`config.mk`:
```
export PLATFORM = sky130hd
export DESIGN_NAME = ggs_front
export DESIGN_NICKNAME = d
export VERILOG_FILES = /design/src/design/ggs_pkg.sv /design/src/design/ggs_front.sv
export SDC_FILE = /design/constraint.sdc
export NUM_CORES = 2
export LEC_CHECK = 0
export ABC_AREA = 1
export BUFFER_PORTS_ARGS = -buffer_cell sky130_fd_sc_hd__buf_2
export CORE_MARGIN = 3
export CORE_UTILIZATION = 40
export DETAILED_ROUTE_END_ITERATION = 10
export MAX_ROUTING_LAYER = met4
export PLACE_DENSITY = 0.61
export REMOVE_ABC_BUFFERS = 1
export SYNTH_ARGS = -nofsm -noshare
export SYNTH_HDL_FRONTEND = slang
export SYNTH_SLANG_ARGS = --single-unit
```
`constraint.sdc`:
```
create_clock -name clk_i -period 11.9 [get_ports clk_i]
set_input_delay 1.785 -clock clk_i [delete_from_list [all_inputs] [get_ports clk_i]]
set_output_delay 1.785 -clock clk_i [all_outputs]
set_load 0.005 [all_outputs]
```
`src/design/ggs_pkg.sv`:
```
package ggs_pkg;

  localparam int ATAN_STAGES_DEF = 14;
  localparam int ATAN_TABLE_LEN  = 20;

  localparam int POS_W  = 15;  // Q4.11 positions, unsigned
  localparam int DIFF_W = 16;  // goal minus pose, signed
  localparam int HEAD_W = 16;  // Q3.13 heading, signed
  localparam int SPD_W  = 15;  // Q4.11 speeds, unsigned
  localparam int TURN_W = 16;  // signed turn command
  localparam int SQ_W   = 30;  // one squared difference
  localparam int DIST_W = 31;  // sum of two squares
  localparam int VEC_W  = 27;  // CORDIC x / y, signed
  localparam int ANG_W  = 28;  // CORDIC angle, Q.24 signed
  localparam int BRG_W  = 17;  // bearing, Q4.13 signed
  localparam int ERR_W  = 18;  // heading error, Q5.13 signed
  localparam int PRESCALE_SH = 8;
  localparam int ROUND_SH    = 11;

  localparam int CFG_IDX_W = 3;

  localparam logic signed [ANG_W-1:0] PI_Q24     = 28'sd52707179;
  localparam logic signed [ANG_W-1:0] ROUND_Q24  = 28'sd1024;
  localparam logic signed [ERR_W-1:0] PI_Q13     = 18'sd25736;
  localparam logic signed [ERR_W-1:0] TWO_PI_Q13 = 18'sd51472;

  typedef enum logic [CFG_IDX_W-1:0] {
    REG_GOAL_X        = 3'd0,
    REG_GOAL_Y        = 3'd1,
    REG_DRIVE_SPEED   = 3'd2,
    REG_TURN_SPEED    = 3'd3,
    REG_ARRIVE_RADIUS = 3'd4,
    REG_HEADING_TOL   = 3'd5
  } ggs_reg_e;

  typedef struct packed {
    logic signed [VEC_W-1:0] x;
    logic signed [VEC_W-1:0] y;
    logic signed [ANG_W-1:0] z;
  } ggs_vec_t;

  typedef struct packed {
    logic                     arrived;
    logic                     zero;     // dx == dy == 0, bearing forced to 0
    logic signed [HEAD_W-1:0] heading;
  } ggs_side_t;

  // atan(2^-i) in Q.24
  function automatic logic signed [ANG_W-1:0] atan_q24(input int idx);
    logic signed [ANG_W-1:0] v;
    case (idx)
      0:  v = 28'sd13176795;
      1:  v = 28'sd7778716;
      2:  v = 28'sd4110060;
      3:  v = 28'sd2086331;
      4:  v = 28'sd1047214;
      5:  v = 28'sd524117;
      6:  v = 28'sd262123;
      7:  v = 28'sd131069;
      8:  v = 28'sd65536;
      9:  v = 28'sd32768;
      10: v = 28'sd16384;
      11: v = 28'sd8192;
      12: v = 28'sd4096;
      13: v = 28'sd2048;
      14: v = 28'sd1024;
      15: v = 28'sd512;
      16: v = 28'sd256;
      17: v = 28'sd128;
      18: v = 28'sd64;
      19: v = 28'sd32;
      default: v = '0;
    endcase
    return v;
  endfunction

endpackage

```
`src/design/ggs_front.sv`:
```
module ggs_front (
  input  logic                        clk_i,
  input  logic                        rst_ni,
  input  logic                        in_valid_i,
  output logic                        in_ready_o,
  input  logic [ggs_pkg::POS_W-1:0]   pose_x_i,
  input  logic [ggs_pkg::POS_W-1:0]   pose_y_i,
  input  logic signed [ggs_pkg::HEAD_W-1:0] pose_heading_i,
  input  logic [ggs_pkg::POS_W-1:0]   goal_x_i,
  input  logic [ggs_pkg::POS_W-1:0]   goal_y_i,
  input  logic [ggs_pkg::POS_W-1:0]   arrive_radius_i,
  output logic                        out_valid_o,
  input  logic                        out_ready_i,
  output ggs_pkg::ggs_vec_t           out_vec_o,
  output ggs_pkg::ggs_side_t          out_side_o
);
  import ggs_pkg::*;

  // stage A: differences
  logic                      a_vld_q;
  logic signed [DIFF_W-1:0]  a_dx_q, a_dy_q;
  logic signed [HEAD_W-1:0]  a_head_q;
  // stage B: squares and starting vector
  logic                      b_vld_q;
  logic [SQ_W-1:0]           b_sqx_q, b_sqy_q;
  ggs_vec_t                  b_vec_q;
  ggs_side_t                 b_side_q;
  // stage C: arrival compare
  logic                      c_vld_q;
  ggs_vec_t                  c_vec_q;
  ggs_side_t                 c_side_q;

  logic [SQ_W-1:0]           rad2_q;
  logic [2*POS_W-1:0]        rad_prod;

  logic a_rdy, b_rdy, c_rdy;

  logic signed [DIFF_W-1:0]   dx_d, dy_d;
  logic signed [2*DIFF_W-1:0] px, py;
  logic signed [VEC_W-1:0]    xs, ys;
  ggs_vec_t                   init_vec;
  logic [DIST_W-1:0]          dist2;

  assign c_rdy = !c_vld_q || out_ready_i;
  assign b_rdy = !b_vld_q || c_rdy;
  assign a_rdy = !a_vld_q || b_rdy;
  assign in_ready_o = a_rdy;

  assign dx_d = $signed({1'b0, goal_x_i}) - $signed({1'b0, pose_x_i});
  assign dy_d = $signed({1'b0, goal_y_i}) - $signed({1'b0, pose_y_i});

  assign px = (2*DIFF_W)'(a_dx_q) * (2*DIFF_W)'(a_dx_q);
  assign py = (2*DIFF_W)'(a_dy_q) * (2*DIFF_W)'(a_dy_q);

  assign xs = {{(VEC_W-DIFF_W-PRESCALE_SH){a_dx_q[DIFF_W-1]}}, a_dx_q, {PRESCALE_SH{1'b0}}};
  assign ys = {{(VEC_W-DIFF_W-PRESCALE_SH){a_dy_q[DIFF_W-1]}}, a_dy_q, {PRESCALE_SH{1'b0}}};

  // left half plane: rotate by pi first so the iterations only cover +-pi/2
  always_comb begin
    if (a_dx_q < 0) begin
      init_vec.x = -xs;
      init_vec.y = -ys;
      init_vec.z = (a_dy_q >= 0) ? PI_Q24 : -PI_Q24;
    end else begin
      init_vec.x = xs;
      init_vec.y = ys;
      init_vec.z = '0;
    end
  end

  assign dist2    = {1'b0, b_sqx_q} + {1'b0, b_sqy_q};
  assign rad_prod = (2*POS_W)'(arrive_radius_i) * (2*POS_W)'(arrive_radius_i);

  always_ff @(posedge clk_i or negedge rst_ni) begin
    if (!rst_ni) begin
      a_vld_q <= 1'b0;
      b_vld_q <= 1'b0;
      c_vld_q <= 1'b0;
    end else begin
      if (a_rdy) a_vld_q <= in_valid_i;
      if (b_rdy) b_vld_q <= a_vld_q;
      if (c_rdy) c_vld_q <= b_vld_q;
    end
  end

  always_ff @(posedge clk_i) begin
    rad2_q <= rad_prod;
    if (a_rdy && in_valid_i) begin
      a_dx_q   <= dx_d;
      a_dy_q   <= dy_d;
      a_head_q <= pose_heading_i;
    end
    if (b_rdy && a_vld_q) begin
      b_sqx_q               <= px[SQ_W-1:0];
      b_sqy_q               <= py[SQ_W-1:0];
      b_vec_q               <= init_vec;
      b_side_q.arrived      <= 1'b0;
      b_side_q.zero         <= (a_dx_q == '0) && (a_dy_q == '0);
      b_side_q.heading      <= a_head_q;
    end
    if (c_rdy && b_vld_q) begin
      c_vec_q               <= b_vec_q;
      c_side_q.zero         <= b_side_q.zero;
      c_side_q.heading      <= b_side_q.heading;
      c_side_q.arrived      <= dist2 < {1'b0, rad2_q};
    end
  end

  assign out_valid_o = c_vld_q;
  assign out_vec_o   = c_vec_q;
  assign out_side_o  = c_side_q;

endmodule

```
==> flow_summary.toml <==
[die]
start_util_pct = 40.75
die_area_sq_um = 94510
die_w_um = 307.4
fp-row-count = 109
core_sq_um = 89190
die_h_um = 307.4
ioPinCount = 197

[grt]
grt_pass1_wl_um = 137100
use_met1_pct = 24.72
use_met2_pct = 30.85
grt_overflow_total = 0
grt_usage_pct = 18.36
grt_max_degree = 64
grtUsageMet3_pct = 1.630
grt-busiest-layer = "met2"
grt_pass1_vias = 26857
antenna_found_initial = 0

[status]
status = "finished clean"

[clocking]
cts.clk_slew.worst_paths_ns = 0.07
root_buffer = "clkbuf_16"
post_cts_buffers = 0
htree_levels = 1
numCtsBuffers = 31
cts_sinks = 253
cts_hold_buf = 0
cts_resized = 0
clockBufferDepth = 3
cts_tree = "done"
clk_latency_ns = 0.61

[synthesis]
synth-adder-area-share_pct = 44.55
synth_compound_gate_area_share_pct = 5.260
synthCells = 4039
ys_async_sr_fraction_pct = 1.186
synth_cell_type_count = 58
yosys.area.top_type_share_pct = 32.50
synthSimpleGateAreaFrac_pct = 11.77
netlist_top_cells_area = "fa_1, edfxtp_1, ha_1, inv_1, nand2_1"
synth-edff-count = 221
synthMuxAreaShare_pct = 0
yosysWarnings = 0
synth_flop_cell = "edfxtp_1"
synth-seq-cells = 253
yosys.area.top_type = "fa_1"
syn_avg_cell_area_sq_um = 8.998
yosysSeqAreaShare_pct = 20.06
synthXorXnorAreaFrac_pct = 4.531
syn_area_sq_um = 36340
synth_top_family_by_area = "adder cells"

[setup_path]
worstSetupStartpointType = "flop"
cp-end-kind = "flop"
critPathKind = "reg2reg"
crit_fanout = 20
crit_required_ns = 12.24
cp.arrival_ns = 6.96

[finish]
num-fill-cells = 8862
final_cell_mix = "inv_1, nand2_1, fa_1"
insertedDiodeCount = 0
layout_commonest_cell = "inv_1"
drive_gt1_share_pct = 6.832
nets = 5196
area_growth_pct = 8.008

[sta]
worst-slew-pin-transition_ns = 1.127
setup_tns_ns = 0
period_minus_slack_ns = 6.616
setup_viol = 0
fin_skew_ns = 0.02109
whs_ns = 0.4169
drv_slew = 0
hold_viol = 0
rsz0062_at_grt = "no"
fmax_mhz = 151.1
slew_headroom_pct = 24.85
timing.final.crit_share_pct = 55.60

[detailed_routing]
first_pass_iters = 5
wl_per_cell_um = 15.29
drc = 0
wirelength_um = 81830
drt_iter0_markers = 1245
antenna_left = 0
via_per_inst = 4.705
vias = 25179

[placement]
place_congestion = 0.8953
portBuffers = 180
dp_hpwl_um = 69130

[worst_hold_path]
min_path_type = "reg2reg"

[run]
drv_cap = 0
-- stage by stage --
step	instances	cell area [sq um]	setup slack (ns)	util, %
6_report	5351	39250	5.284	44.01
5_1_grt	5351	39250	4.985	44.01
4_1_cts	5351	39250	5.310	44.01
3_5_place_dp	5293	38250	4.969	42.89
3_3_place_gp	5293	38250	5.006	42.89
2_1_floorplan	3931	35750	5.620	-
-- flip-flops by register name, summed over array words and instances, names as in the netlist, 17 cells and up --
signal and count:
b_sqy_q 29, out_vec_o 41, out_side_o 18, b_vec_q 39, rad2_q 29, b_side_q 17, b_sqx_q 29
-- final cells by class --
cell class              count  area (sq um)  area share (%)
multi-input cells        2516         24110           61.42
clock inverters            23         210.2          0.5355
well taps                1165          1458           3.713
flip-flops and latches    253          7292           18.58
inverters                1162          4364           11.12
clock buffers              35         790.8           2.014
repair buffers            197          1028           2.620
-- per-layer routing --
layer | vias up | share of wire (%)
met5 | - | 0
met4 | 0 | 1.6
met3 | 63 | 4.1
met2 | 458 | 49
met1 | 12371 | 46
li1 | 12287 | -
-- worst paths after layout --
kind	start	slack, ns	depth (start not counted)	to
hold / removal	b_vec_q[64]	0.42	0	out_vec_o[64]
min in group asynchronous	rst_ni	0.96	1	out_valid_o
setup / recovery	a_dy_q[2]	5.28	21	b_sqy_q[29]
max in group asynchronous	rst_ni	10.83	1	b_vld_q
setup reg to reg	a_dy_q[2]	5.28	21	b_sqy_q[29]
hold reg to reg	b_vec_q[64]	0.42	0	out_vec_o[64]
-- critical path: stages, from the launching register on --
cell,delay (ns)
edfxtp_1,0.78
nand2_1,0.26
inv_1,0.08
fa_1,0.66
inv_1,0.14
fa_1,0.69
fa_1,0.55
inv_1,0.05
fa_1,0.54
inv_1,0.05
fa_1,0.47
inv_1,0.05
fa_1,0.44
ha_1,0.42
inv_1,0.09
nor3_1,0.27
nand2_1,0.10
or2_2,0.30
nand3_1,0.18
inv_1,0.06
nand2_1,0.06
nand2_1,0.09
-- synthesized netlist by cell type, drive strengths merged (4+ instances only) --
library cell / number
o211ai: 4
a211oi: 4
o21bai: 12
a21o: 25
a21boi: 8
nor2: 151
o21ai: 83
nand2: 707
fa: 590
o31ai: 6
nand3: 89
dfxtp: 29
ha: 350
xor2: 128
inv: 1162
a21oi: 160
o21a: 6
nand4: 26
buf: 72
nand3b: 5
edfxtp: 221
clkbuf: 54
a31oi: 16
nor3: 34
o2111ai: 4
xnor2: 60
or2: 10
nor4: 6
-- cells by family after synthesis --
logic type	Yosys count
DFF	253
AOI/OAI and AO/OA	333
and+or+nand+nor	1036
adders and majority gates	940
other	1
xor gates and xnor gates	188
buffers and inverters	1288
Power is not shown: default switching activity piles up to over one toggle a cycle in this logic, so the estimate is an artifact.
