`src/design/ggs_pkg.sv`:
```
package ggs_pkg;

  localparam int ATAN_STAGES_DEF = 14;
  localparam int ATAN_TABLE_LEN  = 20;

  localparam int POS_W  = 15;  // Q4.11 positions, unsigned
  localparam int DIFF_W = 16;  // goal minus pose, signed
  localparam int HEAD_W = 16;  // Q3.13 heading, signed
  localparam int SPD_W  = 15;  // Q4.11 speeds, unsigned
  localparam int TURN_W = 16;  // signed turn command
  localparam int SQ_W   = 30;  // one squared difference
  localparam int DIST_W = 31;  // sum of two squares
  localparam int VEC_W  = 27;  // CORDIC x / y, signed
  localparam int ANG_W  = 28;  // CORDIC angle, Q.24 signed
  localparam int BRG_W  = 17;  // bearing, Q4.13 signed
  localparam int ERR_W  = 18;  // heading error, Q5.13 signed
  localparam int PRESCALE_SH = 8;
  localparam int ROUND_SH    = 11;

  localparam int CFG_IDX_W = 3;

  localparam logic signed [ANG_W-1:0] PI_Q24     = 28'sd52707179;
  localparam logic signed [ANG_W-1:0] ROUND_Q24  = 28'sd1024;
  localparam logic signed [ERR_W-1:0] PI_Q13     = 18'sd25736;
  localparam logic signed [ERR_W-1:0] TWO_PI_Q13 = 18'sd51472;

  typedef enum logic [CFG_IDX_W-1:0] {
    REG_GOAL_X        = 3'd0,
    REG_GOAL_Y        = 3'd1,
    REG_DRIVE_SPEED   = 3'd2,
    REG_TURN_SPEED    = 3'd3,
    REG_ARRIVE_RADIUS = 3'd4,
    REG_HEADING_TOL   = 3'd5
  } ggs_reg_e;

  typedef struct packed {
    logic signed [VEC_W-1:0] x;
    logic signed [VEC_W-1:0] y;
    logic signed [ANG_W-1:0] z;
  } ggs_vec_t;

  typedef struct packed {
    logic                     arrived;
    logic                     zero;     // dx == dy == 0, bearing forced to 0
    logic signed [HEAD_W-1:0] heading;
  } ggs_side_t;

  // atan(2^-i) in Q.24
  function automatic logic signed [ANG_W-1:0] atan_q24(input int idx);
    logic signed [ANG_W-1:0] v;
    case (idx)
      0:  v = 28'sd13176795;
      1:  v = 28'sd7778716;
      2:  v = 28'sd4110060;
      3:  v = 28'sd2086331;
      4:  v = 28'sd1047214;
      5:  v = 28'sd524117;
      6:  v = 28'sd262123;
      7:  v = 28'sd131069;
      8:  v = 28'sd65536;
      9:  v = 28'sd32768;
      10: v = 28'sd16384;
      11: v = 28'sd8192;
      12: v = 28'sd4096;
      13: v = 28'sd2048;
      14: v = 28'sd1024;
      15: v = 28'sd512;
      16: v = 28'sd256;
      17: v = 28'sd128;
      18: v = 28'sd64;
      19: v = 28'sd32;
      default: v = '0;
    endcase
    return v;
  endfunction

endpackage

```
`src/design/ggs_cordic_cell.sv`:
```
module ggs_cordic_cell #(
  parameter int STAGE_IDX = 0
) (
  input  logic               clk_i,
  input  logic               rst_ni,
  input  logic               in_valid_i,
  output logic               in_ready_o,
  input  ggs_pkg::ggs_vec_t  in_vec_i,
  input  ggs_pkg::ggs_side_t in_side_i,
  output logic               out_valid_o,
  input  logic               out_ready_i,
  output ggs_pkg::ggs_vec_t  out_vec_o,
  output ggs_pkg::ggs_side_t out_side_o
);
  import ggs_pkg::*;

  localparam logic signed [ANG_W-1:0] ATAN_I = atan_q24(STAGE_IDX);

  logic      vld_q;
  ggs_vec_t  vec_q, vec_d;
  ggs_side_t side_q;
  logic      rdy;

  logic signed [VEC_W-1:0] xsh, ysh;

  assign xsh = in_vec_i.x >>> STAGE_IDX;
  assign ysh = in_vec_i.y >>> STAGE_IDX;

  // one vectoring step: rotate toward y = 0
  always_comb begin
    if (in_vec_i.y > 0) begin
      vec_d.x = in_vec_i.x + ysh;
      vec_d.y = in_vec_i.y - xsh;
      vec_d.z = in_vec_i.z + ATAN_I;
    end else begin
      vec_d.x = in_vec_i.x - ysh;
      vec_d.y = in_vec_i.y + xsh;
      vec_d.z = in_vec_i.z - ATAN_I;
    end
  end

  assign rdy        = !vld_q || out_ready_i;
  assign in_ready_o = rdy;

  always_ff @(posedge clk_i or negedge rst_ni) begin
    if (!rst_ni) begin
      vld_q <= 1'b0;
    end else if (rdy) begin
      vld_q <= in_valid_i;
    end
  end

  always_ff @(posedge clk_i) begin
    if (rdy && in_valid_i) begin
      vec_q  <= vec_d;
      side_q <= in_side_i;
    end
  end

  assign out_valid_o = vld_q;
  assign out_vec_o   = vec_q;
  assign out_side_o  = side_q;

endmodule

```
`config.mk`:
```
export PLATFORM = sky130hd
export DESIGN_NAME = ggs_cordic_cell
export DESIGN_NICKNAME = d
export VERILOG_FILES = /design/src/design/ggs_pkg.sv /design/src/design/ggs_cordic_cell.sv
export SDC_FILE = /design/constraint.sdc
export NUM_CORES = 1
export LEC_CHECK = 0
export BUFFER_PORTS_ARGS = -buffer_cell sky130_fd_sc_hd__buf_2
export CORE_ASPECT_RATIO = 1.25
export CORE_UTILIZATION = 35
export DETAILED_ROUTE_END_ITERATION = 8
export PLACE_DENSITY_LB_ADDON = 0.2
export SLEW_MARGIN = 20
export SYNTH_ARGS = -nofsm -noshare
export SYNTH_HDL_FRONTEND = slang
export SYNTH_SLANG_ARGS = --single-unit
```
`constraint.sdc`:
```
create_clock -name clk_i -period 4.11 [get_ports clk_i]
set_clock_uncertainty 0.05 [all_clocks]
set_input_delay 0.411 -clock clk_i [delete_from_list [all_inputs] [get_ports clk_i]]
set_output_delay 0.411 -clock clk_i [all_outputs]
set_load 0.02 [all_outputs]
```
==> metrics.md, run 1 <==
| Metric | Value |
|---|---|
| WP depth | 19 |
| Core box area | 0.0238 sq mm |
| Vias/cell | roughly 5.0 |
| Htree depth | 3 |
| Layout Cells excl Fill | 1477 |
| Placed insts | between 1000 and 1500 |
| Worst reg-to-reg path cell count | 3 |
| Layout Nets | around 1400 |
| Cell Chain, Critical Path | buf_2 > nor4_2 > nand3_1 > buf_4 > nor2_1 > or2_2 > inv_2 > ha_1 > a21o_1 > and4_1 > o21ai_0 > a211oi_1 > nor4_1 > buf_4 > o31ai_1 > buf_4 > a21o_1 > a21oi_1 > xnor2_1 |
| Setup Fix Bufs, Post-CTS | 0 |
| Starting Density | between 30% and 40% |
| Ys flop type | edfxtp_1 |
| IO Count | 206 |
| Critical Path Sink Type | register |
| Worst Hold Slack | 0.166 ns |
| Crit path top cell by count | buf_4 |
| Detailed Route WL | ~24000 um |
| Clock sink total | 100 |
| Setup crit start | in_vec_i[51] |
| Ys async rst share | 1.00% |
| Port bufs | ~210 |
| CP startpoint kind | input port |
| Die area | roughly 0.025 sq mm |
| Status | complete, no violations |
| Diode count | 0 |
| Clock root buffer | clkbuf_16 |
| Min Clock Period, post-route | 3.73 ns |
| Tightest Hold Check Type | in -> reg |
| CP max FO | 6 |
| Max-slew violations | 0 |
| DRT antenna net count | 0 |
| Synthesized net count | 1121 |
| GR Overflow Total | 0 |
| Chip width | around 140 um |
| Sequential share of the synthesized area | a little over a third |
| Final setup fails | 0 |
| Gr usage total | about 20% |
| Synthesized cell area | 0.00851 sq mm |
| Family with the most delay on the worst path | simple AND/OR/NAND/NOR gates |
| Critical path arrival | around 3.8 ns |
| Syn Inst Count | about 910 |
| Via count | 7458 |
| CTS buffer count | 9 |
| Mean routed wirelength per cell | about 16 um |
| Initial antenna violation count | 0 |
| Data required, critical path | roughly 4.2 ns |
| Mean post-synth cell area | 9.36 sq um |
| Vias in the first global route | roughly 7400 |
| RSZ-0062 raised after global routing | no |
| Crit share post-route | between 90% and 100% |
| Slew of the pin with the lowest slew margin | 0.553 ns |
| DRC violations left | 0 |
| Ratio of cells with drive above 1 in the final layout | roughly 26% |
| CP Capture Point | out_vec_o[21]$_DFFE_PP_ |
| Number of max-cap violations | 0 |
| Power Total | 3470 uW |
| DRT Pass-1 Iters | 5 |
| Layout area overhead | 23.9% |
| TritonCTS clock tree | yes |
| FF+latch count, synth | 100 |
| Worst R2R Start | out_valid_o$_DFFE_PN0N_ |
| Power Density | around 330 mW/mm^2 |
| Count of flip-flops with a built-in enable after synthesis | 99 |
| Gp weighted congestion | 0.844 |
| CP Class | in -> reg |
| Clk slew on worst S/H paths | approximately 0.08 ns |
| Worst vdd ir | roughly 0.00023 V |
| Slowest cell on crit path | nor4_2 |
| Pin count of the biggest net entering global routing | 63 |
| Number of buffers and inverters on the critical path | 5 |
| Warnings, synthesis | 0 |
| Rel. slew slack | about 63% |
| R2R Path End | out_vec_o[66]$_DFFE_PP_ |
| Synth cell types | 67 |
| CP peak stage delay | between 0.4 and 0.5 ns |
| DIE HEIGHT | approximately 180 um |
| First-pass GRT wire length | 37900 um |
| R2r setup slk | 2.28 ns |
| Final Hold Fails | 0 |
| FP Rows | between 60 and 70 |
| First DRT Iteration DRCs | 493 |
| Clock latency on the worst-skew pair | 0.36 ns |
| Clk buf depth | 2 |
| DP Wirelength | just under 20000 um |
| Fmax | between 0.2 and 0.3 GHz |
| Leak pwr | 0.00482 uW |
-- layout by cell type (no fill, tap or decap), types with 19 or more instances in the layout --
cell	count
a21o_1	37
a21oi_1	98
buf_2	205
buf_4	56
edfxtp_1	99
ha_1	104
inv_1	88
nand2_1	37
nand3_1	19
nor2_1	70
o21ai_0	52
xnor2_1	62
-- worst min path at each step --
stage               slack [ns]  cells after the start                  endpoint          start
floorplan                 0.07                      0   out_valid_o$_DFFE_PN0N_         rst_ni
global placement          0.14                      1   out_valid_o$_DFFE_PN0N_         rst_ni
detailed placement        0.14                      1   out_valid_o$_DFFE_PN0N_         rst_ni
CTS                       0.15                      1  out_side_o[14]$_DFFE_PP_  in_side_i[14]
global route              0.16                      1  out_side_o[17]$_DFFE_PP_  in_side_i[17]
finish                    0.17                      1  out_side_o[14]$_DFFE_PP_  in_side_i[14]
-- metal layers --
layer / share of wire, % / wire [um] / global-route usage (%) / vias up
met3: 3.5 / 857 / 2.33 / 38
li1: - / - / - / 3760
met2: 52 / 12700 / 36.4 / 189
met4: 2.9 / 697 / 8.06 / 0
met1: 41 / 10100 / 22.9 / 3471
met5: 0 / 0 / 0 / -
-- cell families (layout without fill, tap and decap cells) --
family	after synthesis	count (layout)	share of synthesized area, %
XOR/XNOR	76	76	7.82
adder cells (fa/ha/maj)	108	108	16.2
flip-flops	100	100	35.2
buffers and inverters	126	369	6.03
AND/OR/NAND/NOR	201	201	11.6
multiplexers	10	10	1.18
AO/OA/AOI/OAI	288	288	21.9
-- cell usage after synthesis (10+ instances only) --
cell	n	area [sq um]
a211oi_1	13	97.6
a21o_1	37	278
a21oi_1	98	490
a31oi_1	11	68.8
buf_2	17	85.1
clkbuf_1	11	41.3
edfxtp_1	99	2970
ha_1	104	1300
inv_1	89	334
mux2i_1	10	100
nand2_1	37	139
nand3_1	19	95.1
nor2_1	70	263
nor3_1	12	60.1
nor4_1	13	81.3
o21a_1	11	82.6
o21ai_0	52	260
o21bai_1	11	82.6
xnor2_1	62	543
xor2_1	14	123
-- where the power goes --
group / switching (uW) / leakage, uW / internal [uW] / total, uW
Clock: 410 / 0.000149 / 482 / 892
Sequential: 26.9 / 0.000953 / 1280 / 1310
Combinational: 767 / 0.00372 / 500 / 1270
Total: 1200 / 0.00482 / 2260 / 3470
-- what timing repair did --
action / 4_1_cts / 5_1_grt
hold buffers: 1 / 0
setup endpoints to repair: 0 / 3
resized for setup: 0 / 3
endpoints found under the hold margin: 1 / 0
-- worst reg2reg max path, stage by stage (launching register included) --
cell,delay (ns)
dfrtp_1,0.38
nand2b_1,0.12
and2_4,0.51
buf_12,0.37
-- layout make-up --
| type | instances | area, sq um |
|---|---|---|
| fill | 2440 | 13300 |
| clock buffer | 9 | 225 |
| tap | 325 | 407 |
| inverter | 90 | 338 |
| timing repair buffer | 263 | 1480 |
| multi-input combinational | 683 | 5020 |
| clock inverter | 7 | 80.1 |
| sequential | 100 | 3000 |
-- flip-flops by register name (all words and copies together) (netlist names) --
name	count
out_vec_o	81
out_side_o	18
out_valid_o	1
-- through the flow --
stage               worst slack, ns  TNS, ns  area (sq um)  util (%)
floorplan                     0.148        0          8510         -
global placement             -0.133   -0.353         10200      42.9
detailed placement           -0.220   -0.975         10200      42.9
CTS                           0.173        0         10500      44.2
global route                 0.0746        0         10500      44.3
finish                        0.379        0         10500      44.3
No activity file was read; power rests on OpenSTA's default activity.
==> run 2: changes to the inputs <==
BUFFER_PORTS_ARGS = default   (was -buffer_cell sky130_fd_sc_hd__buf_2)
DONT_BUFFER_PORTS = 1   (was default)
==> run 2 against run 1 <==
  * Final area down 11%
  * Sequential power grew 12%
  * Critical path depth fell by 3
  * Power fell by 4.3%
  * Flip-flop and latch count is the same
  * Largest cell class unchanged
  * Utilization down 5.0 points
  * Die area stayed put
  * Count of clock-buffer cells in the layout did not move
  * Largest power group unchanged
==> metrics.md, run 2 (same netlist as run 1, synthesis figures left out) <==
| Metric | Value |
|---|---|
| Crit share post-route | 89.5% (was 90.8%) |
| Starting Density | 35.7% (unchanged) |
| DRC violations left | 0 (unchanged) |
| Critical Path Sink Type | register (unchanged) |
| CP Class | in -> reg (unchanged) |
| DP Wirelength | 19400 um (was 19700 um) |
| Layout Nets | 1135 (was 1359) |
| DRT antenna net count | 0 (unchanged) |
| Fmax | 0.272 GHz (was 0.268 GHz) |
| Rel. slew slack | 58.9% (was 62.8%) |
| Gr usage total | 19.3% (was 19.7%) |
| CTS buffer count | 9 (unchanged) |
| Final Hold Fails | 0 (unchanged) |
| Power Density | 355 mW/mm^2 (was 329 mW/mm^2) |
| Worst Hold Slack | 0.0844 ns (was 0.166 ns) |
| Core box area | 0.0238 sq mm (unchanged) |
| First DRT Iteration DRCs | 367 (was 493) |
| Status | complete, no violations (unchanged) |
| Chip width | 141 um (unchanged) |
| Clock sink total | 100 (unchanged) |
| Initial antenna violation count | 0 (unchanged) |
| Ratio of cells with drive above 1 in the final layout | 7.65% (was 25.9%) |
| CP max FO | 7 (was 6) |
| Slew of the pin with the lowest slew margin | 0.611 ns (was 0.553 ns) |
| Clock latency on the worst-skew pair | 0.36 ns (about the same) |
| First-pass GRT wire length | 36500 um (was 37900 um) |
| Final setup fails | 0 (unchanged) |
| Mean routed wirelength per cell | 19.2 um (was 16.5 um) |
| DRT Pass-1 Iters | 5 (unchanged) |
| Detailed Route WL | 24100 um (was 24300 um) |
| Worst vdd ir | 0.000185 V (was 0.000234 V) |
| Max-slew violations | 0 (unchanged) |
| Die area | 0.0249 sq mm (unchanged) |
| Power Total | 3320 uW (was 3470 uW) |
| Layout Utilization | 39.3% (was 44.3%) |
| Resize count post-CTS | 0 (unchanged) |
| Tightest Hold Check Type | in -> reg (unchanged) |
| Diode count | 0 (unchanged) |
| Final worst slack | 0.431 ns (was 0.379 ns) |
| Pin count of the biggest net entering global routing | 48 (was 63) |
| Most frequent cells in the layout | ha_1, edfxtp_1, a21oi_1 (was buf_2, ha_1, edfxtp_1) |
| RSZ-0062 raised after global routing | no (unchanged) |
| Vias/cell | 5.39 (was 5.05) |
| Critical path arrival | 3.73 ns (was 3.79 ns) |
| Number of max-cap violations | 0 (unchanged) |
| Clk buf depth | 2 (unchanged) |
| Leak pwr | 0.00392 uW (was 0.00482 uW) |
| Clk slew on worst S/H paths | 0.08 ns (about the same) |
| Clock root buffer | clkbuf_16 (unchanged) |
| Vias in the first global route | 6684 (was 7376) |
| DIE HEIGHT | 176 um (unchanged) |
| Via count | 6750 (was 7458) |
| Max reg flops | 81 (unchanged) |
| FP Rows | 63 (unchanged) |
| Min Clock Period, post-route | 3.68 ns (was 3.73 ns) |
| Htree depth | 3 (unchanged) |
| Layout area overhead | 9.85% (was 23.9%) |
| CP startpoint kind | input port (unchanged) |
| Port bufs | 0 (was 205) |
| Data required, critical path | 4.16 ns (was 4.17 ns) |
| TNS Setup | 0 ns (unchanged) |
| Most common cell after layout, fill and taps aside | ha_1 (was buf_2) |
| Gp weighted congestion | 0.944 (was 0.844) |
| GR Overflow Total | 0 (unchanged) |
| DP Worst Slack | 0.0707 ns (was -0.220 ns) |
| TritonCTS clock tree | yes (unchanged) |
| IO Count | 206 (unchanged) |
-- run 2: changes by cell type in the layout (fill, tap and decap cells not counted) --
| cell | change |
|---|---|
| buf_4 | -18 |
| inv_8 | +1 |
| nor4_2 | -2 |
| inv_6 | -3 |
| a211oi_2 | -1 |
| nor4_1 | +2 |
| clkinv_4 | +3 |
| buf_2 | -205 |
| clkinvlp_4 | -1 |
| buf_12 | -1 |
| a211oi_1 | +1 |
-- run 2: report_power, final --
part | switching, uW | total (uW) | internal (uW) | leakage, uW
registers | 176 | 1470 | 1290 | 0.000953
logic | 560 | 945 | 385 | 0.00281
clock network | 421 | 904 | 483 | 0.000153
-- run 2: path summary, 6_finish.rpt --
kind | from | to | slack (ns) | cells past startpoint
min in group asynchronous | rst_ni | out_valid_o$_DFFE_PN0N_ | 0.20 | 1
min | in_side_i[16] | out_side_o[16]$_DFFE_PP_ | 0.08 | 0
min reg2reg | out_valid_o$_DFFE_PN0N_ | out_valid_o$_DFFE_PN0N_ | 0.81 | 2
max in group asynchronous | rst_ni | out_valid_o$_DFFE_PN0N_ | 3.70 | 1
max | in_vec_i[46] | out_vec_o[26]$_DFFE_PP_ | 0.43 | 16
max reg2reg | out_valid_o$_DFFE_PN0N_ | out_vec_o[55]$_DFFE_PP_ | 1.93 | 3
-- run 2: routing by layer --
| layer | GRT usage, % | vias to the layer above | wire (um) | part of all wire (%) |
|---|---|---|---|---|
| met3 | 3.36 | 49 | 1170 | 4.9 |
| met5 | 0 | - | 0 | 0 |
| met2 | 34.7 | 225 | 12400 | 52 |
| met4 | 8.65 | 0 | 799 | 3.3 |
| li1 | - | 3297 | - | - |
| met1 | 22.2 | 3179 | 9700 | 40 |
-- run 2: area by class of cell --
class,count,area [sq um]
well taps,325,407
fillers,2398,14500
multi-input cells,683,5000
clock buffers,9,225
flip-flops and latches,100,3000
clock inverters,7,83.8
inverters,90,338
repair buffers,39,295
-- run 2: repair_timing --
action	CTS	global route
endpoints found under the hold margin	1	0
buffers inserted	0	0
hold buffers	1	0
-- run 2: critical path: stages --
cell and delay, ns:
nor4_1 0.33, buf_4 0.17, nand3_1 0.07, buf_4 0.17, nor2_1 0.10, or2_2 0.17, inv_2 0.09, ha_1 0.35
a21oi_1 0.10, nor2b_1 0.12, a211o_1 0.13, a31oi_1 0.13, o31ai_1 0.51, a21oi_1 0.22, o41ai_1 0.49, xor2_1 0.13
-- run 2: through the flow --
step	std cells	area (sq um)
2_1_floorplan	909	8510
3_3_place_gp	1236	9030
3_5_place_dp	1236	9030
4_1_cts	1253	9350
5_1_grt	1253	9350
6_report	1253	9350
==> run 3: changes to the inputs <==
CORE_ASPECT_RATIO = 1.1   (was 1.25)
==> run 3 against run 2 <==
  * Die area hardly changed
  * Utilization about the same
  * Sequential power is essentially flat
  * Count of clock-buffer cells in the layout up 2
  * Highest routed layer unchanged
==> metrics.md, run 3 (same netlist as run 1, synthesis figures left out) <==
| Metric | Value |
|---|---|
| Status | complete, no violations (unchanged) |
| CP Class | in -> reg (unchanged) |
| DRT Pass-1 Iters | 5 (unchanged) |
| TritonCTS clock tree | yes (unchanged) |
| Vias in the first global route | 6512 (was 6684) |
| Clock latency on the worst-skew pair | 0.34 ns (was 0.36 ns) |
| Gp weighted congestion | 0.885 (was 0.944) |
| Mean routed wirelength per cell | 19.2 um (about the same) |
| Chip width | 151 um (was 141 um) |
| Most common cell after layout, fill and taps aside | ha_1 (unchanged) |
| R2r setup slk | 2.02 ns (was 1.93 ns) |
| CP max FO | 9 (was 7) |
| Worst reg-to-reg path cell count | 3 (unchanged) |
| Number of max-cap violations | 0 (unchanged) |
| TNS Setup | 0 ns (unchanged) |
| Power Density | 351 mW/mm^2 (was 355 mW/mm^2) |
| DRC violations left | 0 (unchanged) |
| Min Clock Period, post-route | 3.65 ns (was 3.68 ns) |
| Pin count of the biggest net entering global routing | 52 (was 48) |
| Most frequent cells in the layout | ha_1, edfxtp_1, a21oi_1 (unchanged) |
| Vias/cell | 5.48 (was 5.39) |
| RSZ-0062 raised after global routing | no (unchanged) |
| Sequential cell area | 0.00300 sq mm (unchanged) |
| Gr usage total | 18.9% (was 19.3%) |
| Max-slew violations | 0 (unchanged) |
| R2R Path End | out_vec_o[58]$_DFFE_PP_ (was out_vec_o[55]$_DFFE_PP_) |
| Clk buf depth | 2 (unchanged) |
| Die area | 0.0249 sq mm (about the same) |
| Clk slew on worst S/H paths | 0.07 ns (was 0.08 ns) |
| First DRT Iteration DRCs | 472 (was 367) |
| IO Count | 206 (unchanged) |
| Diode count | 0 (unchanged) |
| Leak pwr | 0.00392 uW (about the same) |
| Data required, critical path | 4.16 ns (about the same) |
| Ratio of cells with drive above 1 in the final layout | 7.63% (was 7.65%) |
| First-pass GRT wire length | 35900 um (was 36500 um) |
| Layout area overhead | 9.74% (was 9.85%) |
| Hold Startpoint | in_side_i[11] (was in_side_i[16]) |
| Setup Fix Bufs, Post-CTS | 0 (unchanged) |
| Crit share post-route | 88.8% (was 89.5%) |
| Rel. slew slack | 57.1% (was 58.9%) |
| Final setup fails | 0 (unchanged) |
| Tightest Hold Check Type | in -> reg (unchanged) |
| CTS buffer count | 9 (unchanged) |
| Starting Density | 35.8% (was 35.7%) |
| CP startpoint kind | input port (unchanged) |
| Endpoint, Worst Hold | out_side_o[11]$_DFFE_PP_ (was out_side_o[16]$_DFFE_PP_) |
| Critical Path Sink Type | register (unchanged) |
| Slew of the pin with the lowest slew margin | 0.644 ns (was 0.611 ns) |
| Final Hold Fails | 0 (unchanged) |
| Clock sink total | 100 (unchanged) |
| GR Overflow Total | 0 (unchanged) |
| Port bufs | 0 (unchanged) |
| Core box area | 0.0238 sq mm (about the same) |
| Initial antenna violation count | 0 (unchanged) |
| Htree depth | 3 (unchanged) |
| Detailed Route WL | 23700 um (was 24100 um) |
| Clock root buffer | clkbuf_16 (unchanged) |
| FP Rows | 59 (was 63) |
| DP Wirelength | 19400 um (about the same) |
| Worst R2R Start | out_valid_o$_DFFE_PN0N_ (unchanged) |
| Fmax | 0.274 GHz (was 0.272 GHz) |
| Worst Hold Slack | 0.108 ns (was 0.0844 ns) |
| Critical path arrival | 3.70 ns (was 3.73 ns) |
| Via count | 6769 (was 6750) |
| Worst vdd ir | 0.000193 V (was 0.000185 V) |
| DRT antenna net count | 0 (unchanged) |
| Max reg flops | 81 (unchanged) |
| Layout Nets | 1137 (was 1135) |
| WHS Path Cells | 0 (unchanged) |
| Multi-input logic area | 0.00500 sq mm (unchanged) |
| FILL cells | 2352 (was 2398) |
| DIE HEIGHT | 166 um (was 176 um) |
run 3: changes by cell type in the layout (fill, tap and decap cells not counted):
| cell | previous run | this run |
|---|---|---|
| buf_4 | 38 | 39 |
| clkinv_2 | 1 | 0 |
| clkbuf_1 | 0 | 2 |
| clkinvlp_4 | 0 | 1 |
| inv_8 | 2 | 0 |
| buf_12 | 0 | 1 |
run 3: stage by stage:
step	util (%)	setup WS, ns	cells	instance area [sq um]	total power, uW
finish	39.3	0.461	1235	9340	3280
global route	39.3	0.205	1235	9340	3450
CTS	39.3	0.465	1235	9340	3310
detailed placement	38.0	0.118	1218	9030	2450
global placement	38.0	0.101	1218	9030	2450
floorplan	-	0.148	909	8510	2180
run 3: where the power goes:
group,leakage [uW],total (uW),internal (uW),switching (uW)
sequential,0.000953,1480,1290,184
combinational,0.00283,953,387,566
clock,0.000140,850,476,374
total,0.00392,3280,2160,1120
run 3: what timing repair did:
item / CTS / global route
hold buffers: 1 / 0
hold endpoints to repair: 1 / 0
gates resized for setup: 0 / 0
run 3: worst max path at each step:
stage / from / endpoint / cells after the start
2_1_floorplan: in_vec_i[36] / out_vec_o[24]$_DFFE_PP_ / 16
5_1_grt: in_vec_i[36] / out_vec_o[26]$_DFFE_PP_ / 15
6_report: in_vec_i[36] / out_vec_o[21]$_DFFE_PP_ / 17
4_1_cts: in_vec_i[36] / out_vec_o[21]$_DFFE_PP_ / 17
3_5_place_dp: in_vec_i[36] / out_vec_o[21]$_DFFE_PP_ / 17
3_3_place_gp: in_vec_i[38] / out_vec_o[21]$_DFFE_PP_ / 16
run 3: per-layer routing:
metal	track usage [%]	vias to the layer above	share of wire [%]
li1	-	3315	-
met1	25.0	3156	45
met2	30.3	261	46
met3	3.19	37	6.0
met4	7.91	0	3.2
met5	0	-	0
run 3: worst max-delay path, cell delays in order:
cell      delay (ns)
nor4_1          0.30
buf_4           0.17
nand4_1         0.14
nor2_1          0.18
or2_2           0.16
inv_2           0.10
ha_1            0.28
a21o_1          0.12
and4_1          0.21
o21ai_0         0.12
a211oi_1        0.36
nor4_1          0.11
buf_4           0.15
o31ai_1         0.48
a21o_1          0.19
a21oi_1         0.07
xnor2_1         0.14
run 3: area by class of cell:
| type | count | share of cell area [%] |
|---|---|---|
| well taps | 305 | 4.09 |
| clock inverters | 5 | 0.683 |
| inverters | 90 | 3.62 |
| flip-flops and latches | 100 | 32.1 |
| repair buffers | 41 | 3.46 |
| clock buffers | 11 | 2.49 |
| multi-input cells | 683 | 53.6 |
